**src/rals_pkg.sv**
```systemverilog
// ----------------------------------------------------------------------------
// rals_pkg
// Shared types and constants for the RGB auto level stretch block.
// ----------------------------------------------------------------------------
package rals_pkg;

  // Pixel geometry
  localparam int PIX_W    = 8;
  localparam int CHANNELS = 3;
  localparam int DATA_W   = PIX_W * CHANNELS;
  localparam int USER_W   = 2;

  // Full-scale level and divider length (one quotient bit per step)
  localparam logic [PIX_W-1:0] LEVEL_FULL = 8'd255;
  localparam logic [PIX_W-1:0] LEVEL_ZERO = 8'd0;
  localparam int DIV_STEPS = PIX_W;
  localparam int CNT_W     = $clog2(DIV_STEPS);
  localparam logic [CNT_W-1:0] CNT_LAST = CNT_W'(DIV_STEPS - 1);

  // Pass select carried in tuser bit 0
  localparam logic FUNC_GATHER = 1'b0;
  localparam logic FUNC_EMIT   = 1'b1;

  // Control from the sequencer to every channel lane
  typedef struct packed {
    logic gather;  // fold the pixel into min/max
    logic clear;   // reset statistics before folding
    logic load;    // latch operands for a new stretch
    logic step;    // one divider iteration
  } rals_ctl_t;

endpackage

```
**src/rals_lane.sv**
```systemverilog
// ----------------------------------------------------------------------------
// rals_lane
// One color channel: running min/max statistics and a bit-serial
// restoring divider computing floor(255 * (v - low) / (high - low)).
// ----------------------------------------------------------------------------
module rals_lane
  import rals_pkg::*;
(
  input  logic             clk,
  input  logic             rst,
  input  rals_ctl_t        ctl,
  input  logic [PIX_W-1:0] pix,
  output logic [PIX_W-1:0] level
);

  logic [PIX_W-1:0]   low, high;
  logic [PIX_W-1:0]   rem, numer_lo, divisor, quot;
  logic               fixed;
  logic [PIX_W-1:0]   fixed_val;

  logic [PIX_W-1:0]   base_low, base_high;
  logic [PIX_W-1:0]   span, off;
  logic [2*PIX_W-1:0] numer;
  logic [PIX_W:0]     trial;
  logic               fits;

  // Statistics base (cleared at frame start), operands and divider trial
  always_comb begin
    base_low  = ctl.clear ? LEVEL_FULL : low;
    base_high = ctl.clear ? LEVEL_ZERO : high;
    span      = high - low;
    off       = pix - low;
    // 255 * off = 256 * off - off
    numer     = {off, {PIX_W{1'b0}}} - {{PIX_W{1'b0}}, off};
    trial     = {rem, numer_lo[PIX_W-1]};
    fits      = (trial >= {1'b0, divisor});
  end

  // Running min/max
  always_ff @(posedge clk) begin
    if (rst) begin
      low  <= LEVEL_FULL;
      high <= LEVEL_ZERO;
    end else if (ctl.gather) begin
      low  <= (pix < base_low)  ? pix : base_low;
      high <= (pix > base_high) ? pix : base_high;
    end
  end

  // Divider: special cases resolved at load, else shift-subtract per step
  always_ff @(posedge clk) begin
    if (ctl.load) begin
      rem      <= numer[2*PIX_W-1:PIX_W];
      numer_lo <= numer[PIX_W-1:0];
      divisor  <= span;
      quot     <= LEVEL_ZERO;
      if (high <= low || pix <= low) begin
        fixed     <= 1'b1;
        fixed_val <= LEVEL_ZERO;
      end else if (off >= span) begin
        fixed     <= 1'b1;
        fixed_val <= LEVEL_FULL;
      end else begin
        fixed     <= 1'b0;
        fixed_val <= LEVEL_ZERO;
      end
    end else if (ctl.step) begin
      rem      <= fits ? PIX_W'(trial - {1'b0, divisor}) : trial[PIX_W-1:0];
      numer_lo <= {numer_lo[PIX_W-2:0], 1'b0};
      quot     <= {quot[PIX_W-2:0], fits};
    end
  end

  assign level = fixed ? fixed_val : quot;

endmodule

```
**src/rgb_auto_level_stretch.sv**
```systemverilog
// ----------------------------------------------------------------------------
// rgb_auto_level_stretch
// Per-channel automatic level stretch of 8-bit RGB pixels, two passes.
// ----------------------------------------------------------------------------
// Usage:
//   Input stream s_axis: tdata = {blue, green, red}, tuser = {start_frame, func}.
//   func = 0 (gather): the item widens the per-channel min/max; start_frame
//   clears the statistics first. No output item.
//   func = 1 (emit): the item is stretched per channel to
//   floor(255*(v-min)/(max-min)), saturated; a flat or empty channel gives 0.
//   Output stream m_axis: tdata = {blue, green, red}.
//   An emit item loads its operands at the accepting edge; the 8-step
//   bit-serial divider in each of the three channel lanes then runs, and
//   the result moves to the output register, raising m_axis_tvalid.
//   Throughput: one gather item per cycle while no emit item is in flight;
//   an emit item holds off further input, which reopens the cycle after
//   its result moves to the output register.
//   Reset: statistics go to min = 255, max = 0; no item is pending.
//   Stall: a finished result waits in the output register; the block keeps
//   taking gather items meanwhile, while an emit item waits until the
//   output register frees before its result is handed over.
// ----------------------------------------------------------------------------
module rgb_auto_level_stretch
  import rals_pkg::*;
(
  input  logic              clk,
  input  logic              rst,
  input  logic              s_axis_tvalid,
  output logic              s_axis_tready,
  input  logic [DATA_W-1:0] s_axis_tdata,   // red_in, green_in, blue_in
  input  logic [USER_W-1:0] s_axis_tuser,   // func, start_frame
  output logic              m_axis_tvalid,
  input  logic              m_axis_tready,
  output logic [DATA_W-1:0] m_axis_tdata    // red_out, green_out, blue_out
);

  typedef enum logic [1:0] {ST_IDLE, ST_DIVIDE, ST_HOLD} state_t;

  state_t           state;
  logic [CNT_W-1:0] cnt;

  logic             accept;
  logic             out_free;
  rals_ctl_t        ctl;
  logic [PIX_W-1:0] level [CHANNELS];
  logic [DATA_W-1:0] merged;

  assign s_axis_tready = (state == ST_IDLE);
  assign accept        = s_axis_tvalid && s_axis_tready;
  assign out_free      = !m_axis_tvalid || m_axis_tready;

  // Lane control
  always_comb begin
    ctl.gather = accept && (s_axis_tuser[0] == FUNC_GATHER);
    ctl.clear  = s_axis_tuser[1];
    ctl.load   = accept && (s_axis_tuser[0] == FUNC_EMIT);
    ctl.step   = (state == ST_DIVIDE);
  end

  // Channel lanes
  for (genvar i = 0; i < CHANNELS; i++) begin : g_lane
    rals_lane u_lane (
      .clk   (clk),
      .rst   (rst),
      .ctl   (ctl),
      .pix   (s_axis_tdata[PIX_W*i +: PIX_W]),
      .level (level[i])
    );
  end

  // Merge lane results into one output word
  always_comb begin
    merged = '0;
    for (int i = 0; i < CHANNELS; i++) begin
      merged[PIX_W*i +: PIX_W] = level[i];
    end
  end

  // Sequencer and output register
  always_ff @(posedge clk) begin
    if (rst) begin
      state         <= ST_IDLE;
      cnt           <= '0;
      m_axis_tvalid <= 1'b0;
    end else begin
      // Output valid: set on hand-over, cleared once taken
      if (state == ST_HOLD && out_free) begin
        m_axis_tvalid <= 1'b1;
      end else if (m_axis_tready) begin
        m_axis_tvalid <= 1'b0;
      end
      case (state)
        ST_IDLE: begin
          if (ctl.load) begin
            state <= ST_DIVIDE;
            cnt   <= '0;
          end
        end
        ST_DIVIDE: begin
          cnt <= cnt + 1'b1;
          if (cnt == CNT_LAST) begin
            state <= ST_HOLD;
          end
        end
        ST_HOLD: begin
          if (out_free) begin
            m_axis_tdata <= merged;
            state        <= ST_IDLE;
          end
        end
        default: begin
          state <= ST_IDLE;
        end
      endcase
    end
  end

  // Assertions
  a_emit_starts_divide: assert property (@(posedge clk) disable iff (rst)
    (s_axis_tvalid && s_axis_tready && s_axis_tuser[0] == FUNC_EMIT)
      |=> state == ST_DIVIDE)
    else $error("emit item did not start the divider");

  a_gather_no_result: assert property (@(posedge clk) disable iff (rst)
    (s_axis_tvalid && s_axis_tready && s_axis_tuser[0] == FUNC_GATHER && !m_axis_tvalid)
      |=> !m_axis_tvalid)
    else $error("gather item produced an output item");

  a_divide_exits_to_hold: assert property (@(posedge clk) disable iff (rst)
    (state == ST_DIVIDE && cnt == CNT_LAST) |=> state == ST_HOLD)
    else $error("divider did not finish after its last step");

  a_busy_blocks_input: assert property (@(posedge clk) disable iff (rst)
    (state == ST_DIVIDE || state == ST_HOLD) |-> !s_axis_tready)
    else $error("input taken while a stretch is in flight");

endmodule

```
**config.mk**
```make
export PLATFORM = sky130hd
export DESIGN_NAME = rgb_auto_level_stretch
export DESIGN_NICKNAME = d
export VERILOG_FILES = /design/src/rals_pkg.sv /design/src/rals_lane.sv /design/src/rgb_auto_level_stretch.sv
export SDC_FILE = /design/constraint.sdc
export NUM_CORES = 1
export LEC_CHECK = 0
export ABC_AREA = 1
export BUFFER_PORTS_ARGS = -buffer_cell sky130_fd_sc_hd__buf_2
export CELL_PAD_IN_SITES_DETAIL_PLACEMENT = 0
export CELL_PAD_IN_SITES_GLOBAL_PLACEMENT = 2
export CORE_MARGIN = 4
export CORE_UTILIZATION = 30
export CTS_CLUSTER_DIAMETER = 200
export DETAILED_ROUTE_END_ITERATION = 16
export GPL_TIMING_DRIVEN = 1
export PLACE_DENSITY = 0.77
export SYNTH_ARGS = -nofsm -noshare
export SYNTH_HDL_FRONTEND = slang
export SYNTH_SLANG_ARGS = --single-unit
```
**constraint.sdc**
```tcl
create_clock -name clk -period 3.5 [get_ports clk]
set_clock_uncertainty 0.05 [all_clocks]
set_input_delay 0.175 -clock clk [delete_from_list [all_inputs] [get_ports clk]]
set_output_delay 0.175 -clock clk [all_outputs]
set_load 0.01 [all_outputs]
```
## Word level (Yosys, flattened, before mapping)

Index checks and enable logic that the tools add are counted.

| operators by class | value |
|---|---|
| multiplexer cells | 44 |
| order comparisons | 18 |
| reductions and logical operators | 16 |
| equality and inequality tests | 6 |
| shift operators | 0 |
| $mul | 0 |
| bitwise gates (word level) | 2 |
| div/mod/pow operators | 0 |
| add/subtract/negate cells | 13 |

Operators with widths:

| kind | count |
|---|---|
| $mux W8 | 33 |
| $sub A8 B8 Y8 | 9 |
| $le A8 B8 Y1 | 6 |
| $sub A16 B8 Y16 | 3 |
| $ge A9 B8 Y1 | 3 |
| $ge A8 B8 Y1 | 3 |
| $gt A8 B8 Y1 | 3 |
| $lt A8 B8 Y1 | 3 |
| $mux W2 | 3 |
| $pmux W2 S3 | 1 |
| $pmux W3 S2 | 1 |
| $reduce_and A3 Y1 | 2 |
| $reduce_bool A2 Y1 | 3 |
| $mux W1 | 5 |
| $logic_and A1 B1 Y1 | 4 |
| $logic_or A1 B1 Y1 | 4 |
| $ne A2 B1 Y1 const B | 2 |
| $add A3 B1 Y3 const B | 1 |
| $eq A3 B3 Y1 const B | 1 |
| $mux W3 | 1 |
| $eq A2 B1 Y1 const B | 1 |
| $eq A2 B2 Y1 const B | 1 |
| $logic_not A2 Y1 | 1 |
| $ne A2 B2 Y1 const B | 1 |
| other kinds (3) | 4 |

| storage, ports and cells | value |
|---|---|
| ROM bits | 0 |
| register bits | 201 |
| memory bits (writable) | 0 |
| input bits | 30 |
| memories kept | 0 |
| latch bits | 0 |
| logic and storage cells | 127 |
| output and inout port bits | 26 |

## Depth between registers and ports, before layout

Gate-level depths: netlist (run 1).

| logic depth | value |
|---|---|
| depth after elaboration | 5 |
| gate-level depth with buffers | 20 |
| depth with buffers taken out | 20 |

## Hierarchy

Synthesis (run 1) repeated with hierarchy kept, for this count alone.

| unflattened totals | value |
|---|---|
| cells, all modules | 1845 |
| area total of the unflattened synthesis | 13679.4 um2 |

Modules (own cells, without submodules):

| module | area each (um2) | seq. area each (um2) | instances | cells each |
|---|---|---|---|---|
| rals_lane (g_lane[1].u_lane ...) | 4237.8 | 1261.2 | 2 | 596 |
| rals_lane (g_lane[0].u_lane) | 4195.3 | 1261.2 | 1 | 592 |
| rgb_auto_level_stretch | 1008.5 | 840.8 | 1 | 61 |

## Worst setup path after synthesis (run 1)

No wires, ideal clock.

| timing path | value |
|---|---|
| kind | input to register |
| start | input rst |
| end | register m_axis_tdata[0], enable pin |
| path buffers | 2 |
| arrival time | 2.249 ns |
| library setup time | 0.435 ns |
| stages on the path | 3 |
| setup slack | 0.766 ns |
| data required time | 3.015 ns |
| cell sequence | clkbuf_1 -> clkbuf_1 -> nor3_1 |

| on the way | value |
|---|---|
| cells in the longest elaborated chain, start to end | 2 |

RTL lines:

| element | RTL line | RTL |
|---|---|---|
| start: declaration | rgb_auto_level_stretch.sv:27 | `input logic rst,` |
| $not A1 Y1 (no source line) | -- |  |
| $reduce_and A3 Y1 (no source line) | -- |  |
| end signal: assignment | rgb_auto_level_stretch.sv:107 | `m_axis_tdata <= merged;` |
| end: declaration | rgb_auto_level_stretch.sv:34 | `output logic [DATA_W-1:0] m_axis_tdata` |

No other way between the ends.
A chain may end at the register's enable or synchronous reset.

## Worst setup path after layout (run 1)

| timing path | value |
|---|---|
| start | register g_lane[1].u_lane.low[2] |
| end | register g_lane[1].u_lane.fixed, data pin |

| on the way | value |
|---|---|
| cells in the longest elaborated chain, start to end | 3 |
| elaborated cells on any way between the ends | 7 |
| classes of those cells | 2 x add/sub; 3 x order compare; 1 x mux; 1 x reduce/logical |

RTL lines:

| element | RTL line | RTL |
|---|---|---|
| start: declaration | rals_lane.sv:16 | `logic [PIX_W-1:0] low, high;` |
| start signal: assignment | rals_lane.sv:45 | `low <= (pix < base_low) ? pix : base_low;` |
| $sub A8 B8 Y8 (on tied branches) | rals_lane.sv:32, rals_lane.sv:31 |  |
| $ge A8 B8 Y1 | rals_lane.sv:60 | `end else if (off >= span) begin` |
| $mux W1 | rals_lane.sv:60 |  |
| end signal: assignment | rals_lane.sv:58 | `fixed <= 1'b1;` |
| end signal: assignment | rals_lane.sv:61 | `fixed <= 1'b1;` |
| end signal: assignment | rals_lane.sv:64 | `fixed <= 1'b0;` |
| end: declaration | rals_lane.sv:18 | `logic fixed;` |

Several ways; a longest one is shown, not always the timed one.

==> results of run 1 <==
sequential cells by signal, indices dropped and copies added (netlist names), 24 cells and up:
register / count
g_lane.u_lane.quot: 24
g_lane.u_lane.rem: 24
g_lane.u_lane.high: 24
m_axis_tdata: 24
g_lane.u_lane.low: 24
g_lane.u_lane.numer_lo: 24
g_lane.u_lane.divisor: 24
power groups by stage:
stage	logic (mW)	clock network [mW]	registers [mW]
4_1_cts	2.22	1.98	2.60
3_5_place_dp	2.20	0	2.65
3_3_place_gp	2.19	0	2.64
6_report	2.20	1.89	2.60
2_1_floorplan	1.69	0	2.61
5_1_grt	2.56	2.05	2.62
critical path, cell delays in order, from the launching register on:
cell	delay, ns
dfxtp_1	0.36
inv_1	0.08
ha_1	0.34
a21oi_1	0.17
nand2_1	0.10
nand2_1	0.06
nand2_1	0.05
a21oi_1	0.20
nor2_1	0.07
o21ai_0	0.29
nand2_1	0.12
nand2_1	0.08
nand2_1	0.05
ha_1	0.33
nand3_1	0.10
nand2_1	0.05
inv_1	0.04
nand2_1	0.04
nor2_1	0.13
nand2_1	0.06
cell families after synthesis:
logic type,share of synthesized area
AO/OA/AOI/OAI,0.1238
flip-flops,0.3429
buffers and inverters,0.1011
adder cells (fa/ha/maj),0.1488
XOR/XNOR,0.02329
AND/OR/NAND/NOR,0.2601
layer usage:
metal | GRT usage | wire length, um
met2 | 0.2182 | 14180
met1 | 0.2140 | 17990
met5 | 0 | 0
met3 | 0.02344 | 1278
met4 | 0.03391 | 419
metrics by stage:
stage          power, mW  utilization  cell area, sq um  worst slack (ns)  std cells
6_report           6.692       0.3410             15110            0.4788       2467
5_1_grt            7.237       0.3410             15110            0.1590       2467
4_1_cts            6.804       0.3410             15110            0.5121       2467
3_5_place_dp       4.850       0.3253             14420            0.5465       2422
3_3_place_gp       4.836       0.3253             14420            0.6102       2422
2_1_floorplan      4.297            -             13490            0.7661       1806
final timing paths:
path                                                end  depth (start not counted)                                   from
setup / recovery   g_lane[1].u_lane.fixed$_SDFFCE_PP1P_                         19   g_lane[1].u_lane.low[2]$_SDFFE_PP1P_
hold / removal     g_lane[1].u_lane.low[2]$_SDFFE_PP1P_                          3                       s_axis_tdata[10]
setup reg to reg   g_lane[1].u_lane.fixed$_SDFFCE_PP1P_                         19   g_lane[1].u_lane.low[2]$_SDFFE_PP1P_
hold reg to reg   g_lane[1].u_lane.quot[7]$_SDFFE_PP0P_                          2  g_lane[1].u_lane.quot[7]$_SDFFE_PP0P_
cell type report:
type / count / area share
Timing Repair Buffer: 77 / 0.03212
Clock inverter: 15 / 0.009190
Multi-Input combinational cell: 1270 / 0.4970
Inverter: 316 / 0.07849
Sequential cell: 180 / 0.3060
Tap cell: 592 / 0.04901
Clock buffer: 17 / 0.02815
synthesized netlist by cell type (all sizes together) (21+ instances only):
cell,instances,area [sq um]
nand4,31,200.2
a21oi,119,599.3
o21a,25,187.7
inv,313,1175
nand3,148,773.3
nor2,111,457.9
edfxtp,102,3063
dfxtp,78,1562
ha,146,1827
nand2,477,1886
xor2,25,226.5
buf,21,106.4
a22oi,21,157.7
o21ai,85,436.7
==> results.cfg, run 1 <==
[floorplan]
die_w_um = 220.0
effective_utilization_at_floorplan = 0.3043
floorplan_row_count = 77
placeableCoreArea_sq_um = 44320
io_pins = 56
floorplan.die.height_um = 220.0
floorplan.die_area_sq_um = 48410

[sta]
setup_tns_ns = 0
worst-slew-pin-transition_ns = 1.126
drv_slew = 0
fin_hold_ws_ns = 0.03439
final-setup-viol-count = 0
layout_min_cycle_time_ns = 3.021
timing_hold_violations_final = 0
setup_repair_after_global_routing_missed_its_margin = false
fmax_mhz = 331.0
final.period_utilization = 0.8632
timing.max_slew.rel_slack = 0.2484

[clocking]
clkTransAtPathRegs_ns = 0.08
tritoncts_num_sinks = 180
clockRootBuffer = clkbuf_16
cts.hold.buffers_added = 13
post_cts_buffers = 0
tritoncts = done
clk_latency_ns = 0.45
htree_num_levels = 4
ctsLongestPathBuffers = 2
cts.repair.resized = 0
tritoncts.num_buffers = 17

[pwr]
peakVddDrop_v = 0.0003093
power.switching_fraction = 0.3680
power_density_nw_per_um2 = 442.8
leakagePower_nw = 7.510
power.net_switching_mw = 2.462
intPower_mw = 4.230
share_comb_of_total_power = 0.328
p_clk_frac = 0.283
sequentialPowerShare = 0.388

[synth]
post_synth_num_cell_types = 52
yosysWarnings = 0
postSynth.asyncResetShare = 0
synthFlopType = edfxtp_1
post_synth.cell_area_avg_sq_um = 7.468
synth_nets = 1991
synthesis.area_sq_um = 13490
ys_seq_elements = 180
netlist_instances = 1806
synth-seq-area-share = 0.3429
synth-edff-count = 102

[detailed_routing]
routed-via-count = 11400
viasPerCell = 4.621
drt-initial-drc-count = 618
wl_um = 33860
drc = 0
postRouteAntennaNets = 0
drt-pass1-iter-count = 5
detail_route.wl_per_cell_um = 13.73

[min_path]
timing.hold.worst.class = primary input to flip-flop

[cells_and_area]
leading_cell_types_in_the_layout_fill_and_taps_excluded = nand2_1 (447), inv_1 (306), ha_1 (146), nand3_1 (143), a21oi_1 (118)
antenna-diode-count = 0
layout.cells.most_common = nand2_1
area_used_by_multi_input_combinational_logic_sq_um = 7511
final_layout_size_suffix_gt1_frac = 0.08587
area_delta_synth_final_pct = 12.05
final-seq-area_sq_um = 4624
nNetsFinal = 2047
fillers = 4771

[critical_path]
worst-endpoint-arrival_ns = 3.18
worst_ep_required_time_ns = 3.66
r2r_slack_ns = 0.48
setup_crit_path_kind = flip-flop to flip-flop
worst_setup_path_start_kind = flip-flop
critical_path_peak_fanout = 4
worstSetupEndpointType = flip-flop

[global_routing]
grt_overflow = 0
grt_first_pass_wirelength_um = 56320
antenna_found_initial = 0
number_of_global_route_vias_before_repair = 10770
grt_usage = 0.1441
grt_start_max_net_pins = 63

[place]
place.gp.congestion = 0.7957
hpwl_um = 26040
port_buffers = 55

[run]
number_of_max_cap_violations = 0

[status]
outcome = completed
(Power assumes the default switching activity.)
==> inputs of run 2 (changes only) <==
--- a/config.mk
+++ b/config.mk
@@ -10,11 +10,12 @@
 export CELL_PAD_IN_SITES_DETAIL_PLACEMENT = 0
 export CELL_PAD_IN_SITES_GLOBAL_PLACEMENT = 2
 export CORE_MARGIN = 4
-export CORE_UTILIZATION = 30
+export CORE_UTILIZATION = 37
 export CTS_CLUSTER_DIAMETER = 200
 export DETAILED_ROUTE_END_ITERATION = 16
+export GPL_ROUTABILITY_DRIVEN = 0
 export GPL_TIMING_DRIVEN = 1
-export PLACE_DENSITY = 0.77
+export PLACE_DENSITY = 0.9
 export SYNTH_ARGS = -nofsm -noshare
 export SYNTH_HDL_FRONTEND = slang
 export SYNTH_SLANG_ARGS = --single-unit
==> results.cfg, run 2 (same netlist as run 1, synthesis figures left out) <==
[critical_path]
worst-endpoint-arrival_ns = 3.15
worst_ep_required_time_ns = 3.66
critical_path_peak_fanout = 4
worst_setup_path_start_kind = flip-flop
worstSetupEndpointType = flip-flop
setup_crit_path_kind = flip-flop to flip-flop
r2r_slack_ns = 0.51

[sta]
timing_hold_violations_final = 0
setup_tns_ns = 0
worst-slew-pin-transition_ns = 1.035
setup_repair_after_global_routing_missed_its_margin = false
fmax_mhz = 334.2
setup_ws_ns = 0.5080
fin_hold_ws_ns = 0.02060
timing.max_slew.rel_slack = 0.3090
final-setup-viol-count = 0
drv_slew = 0
layout_min_cycle_time_ns = 2.992
final.period_utilization = 0.8549

[detailed_routing]
drt-pass1-iter-count = 5
detail_route.wl_per_cell_um = 13.87
wl_um = 32370
routed-via-count = 11380
drt-initial-drc-count = 597
postRouteAntennaNets = 0
viasPerCell = 4.877
drc = 0

[floorplan]
placeableCoreArea_sq_um = 35740
effective_utilization_at_floorplan = 0.3773
floorplan.die_area_sq_um = 39570
floorplan_row_count = 69
io_pins = 56
die_w_um = 198.9
floorplan.die.height_um = 198.9

[pwr]
power.net_switching_mw = 2.524
p_total_mw = 6.786
leakagePower_nw = 7.519
share_comb_of_total_power = 0.321
sequentialPowerShare = 0.383
p_clk_frac = 0.296
intPower_mw = 4.262
power_density_nw_per_um2 = 453.3
peakVddDrop_v = 0.0003427
power.switching_fraction = 0.3719

[cells_and_area]
antenna-diode-count = 0
layout.cells.most_common = nand2_1
final_layout_size_suffix_gt1_frac = 0.08756
final_core_utilization = 0.4189
nNetsFinal = 2045
area_delta_synth_final_pct = 11.00
leading_cell_types_in_the_layout_fill_and_taps_excluded = nand2_1 (447), inv_1 (306), ha_1 (146), nand3_1 (143), a21oi_1 (118)

[clocking]
tritoncts.num_buffers = 17
post_cts_buffers = 0
clockRootBuffer = clkbuf_16
ctsLongestPathBuffers = 2
tritoncts_num_sinks = 180
clkTransAtPathRegs_ns = 0.08
clk_latency_ns = 0.45
htree_num_levels = 4
tritoncts = done

[min_path]
timing.hold.worst.class = primary input to flip-flop

[place]
port_buffers = 55
hpwl_um = 24760
post-place-ws_ns = 0.5406

[global_routing]
antenna_found_initial = 0
grt_overflow = 0
grt_first_pass_wirelength_um = 54520
grt_usage = 0.1686
number_of_global_route_vias_before_repair = 10720
grt_start_max_net_pins = 63

[run]
number_of_max_cap_violations = 0

[status]
outcome = completed
-- run 2: layer usage --
layer	track usage	routed length, um	vias up
met2	0.2542	13600	179
met5	0	0	-
li1	-	-	6050
met1	0.2571	17320	5133
met4	0.03723	340	0
met3	0.02270	1114	22
-- run 2: worst paths after layout --
path | start | to | cells past startpoint
max | g_lane[1].u_lane.low[2]$_SDFFE_PP1P_ | g_lane[1].u_lane.fixed$_SDFFCE_PP1P_ | 19
min | s_axis_tdata[18] | g_lane[2].u_lane.low[2]$_SDFFE_PP1P_ | 3
max reg2reg | g_lane[1].u_lane.low[2]$_SDFFE_PP1P_ | g_lane[1].u_lane.fixed$_SDFFCE_PP1P_ | 19
min reg2reg | g_lane[2].u_lane.quot[7]$_SDFFE_PP0P_ | g_lane[2].u_lane.quot[7]$_SDFFE_PP0P_ | 2
-- run 2: final cells by class --
type,instances,area (sq um)
flip-flops and latches,180,4624
clock inverters,15,198.9
fillers,3707,20770
repair buffers,75,447.9
clock buffers,17,425.4
well taps,461,576.8
multi-input cells,1270,7511
inverters,316,1186
-- run 2: worst max-delay path, cell delays in order, from the launching register on --
cell,delay [ns]
dfxtp_1,0.36
inv_1,0.07
ha_1,0.33
a21oi_1,0.17
nand2_1,0.09
nand2_1,0.07
nand2_1,0.05
a21oi_1,0.20
nor2_1,0.06
o21ai_0,0.29
nand2_1,0.12
nand2_1,0.08
nand2_1,0.05
ha_1,0.32
nand3_1,0.09
nand2_1,0.05
inv_1,0.04
nand2_1,0.04
nor2_1,0.14
nand2_1,0.06
-- run 2: power by group through the flow --
| stage | registers (mW) | logic (mW) | clock network [mW] |
|---|---|---|---|
| floorplan | 2.61 | 1.69 | 0 |
| global placement | 2.64 | 2.16 | 0 |
| detailed placement | 2.65 | 2.18 | 0 |
| CTS | 2.60 | 2.20 | 2.08 |
| global route | 2.62 | 2.55 | 2.14 |
| finish | 2.60 | 2.18 | 2.01 |
-- run 2: repair_timing --
item / in CTS / in global routing
resized for setup: 0 / 0
hold buffers: 9 / 0
endpoints found under the hold margin: 9 / 0
-- run 2: through the flow --
step	instances	area, sq um
3_3_place_gp	2293	14260
4_1_cts	2334	14970
2_1_floorplan	1806	13490
6_report	2334	14970
5_1_grt	2334	14970
3_5_place_dp	2293	14260
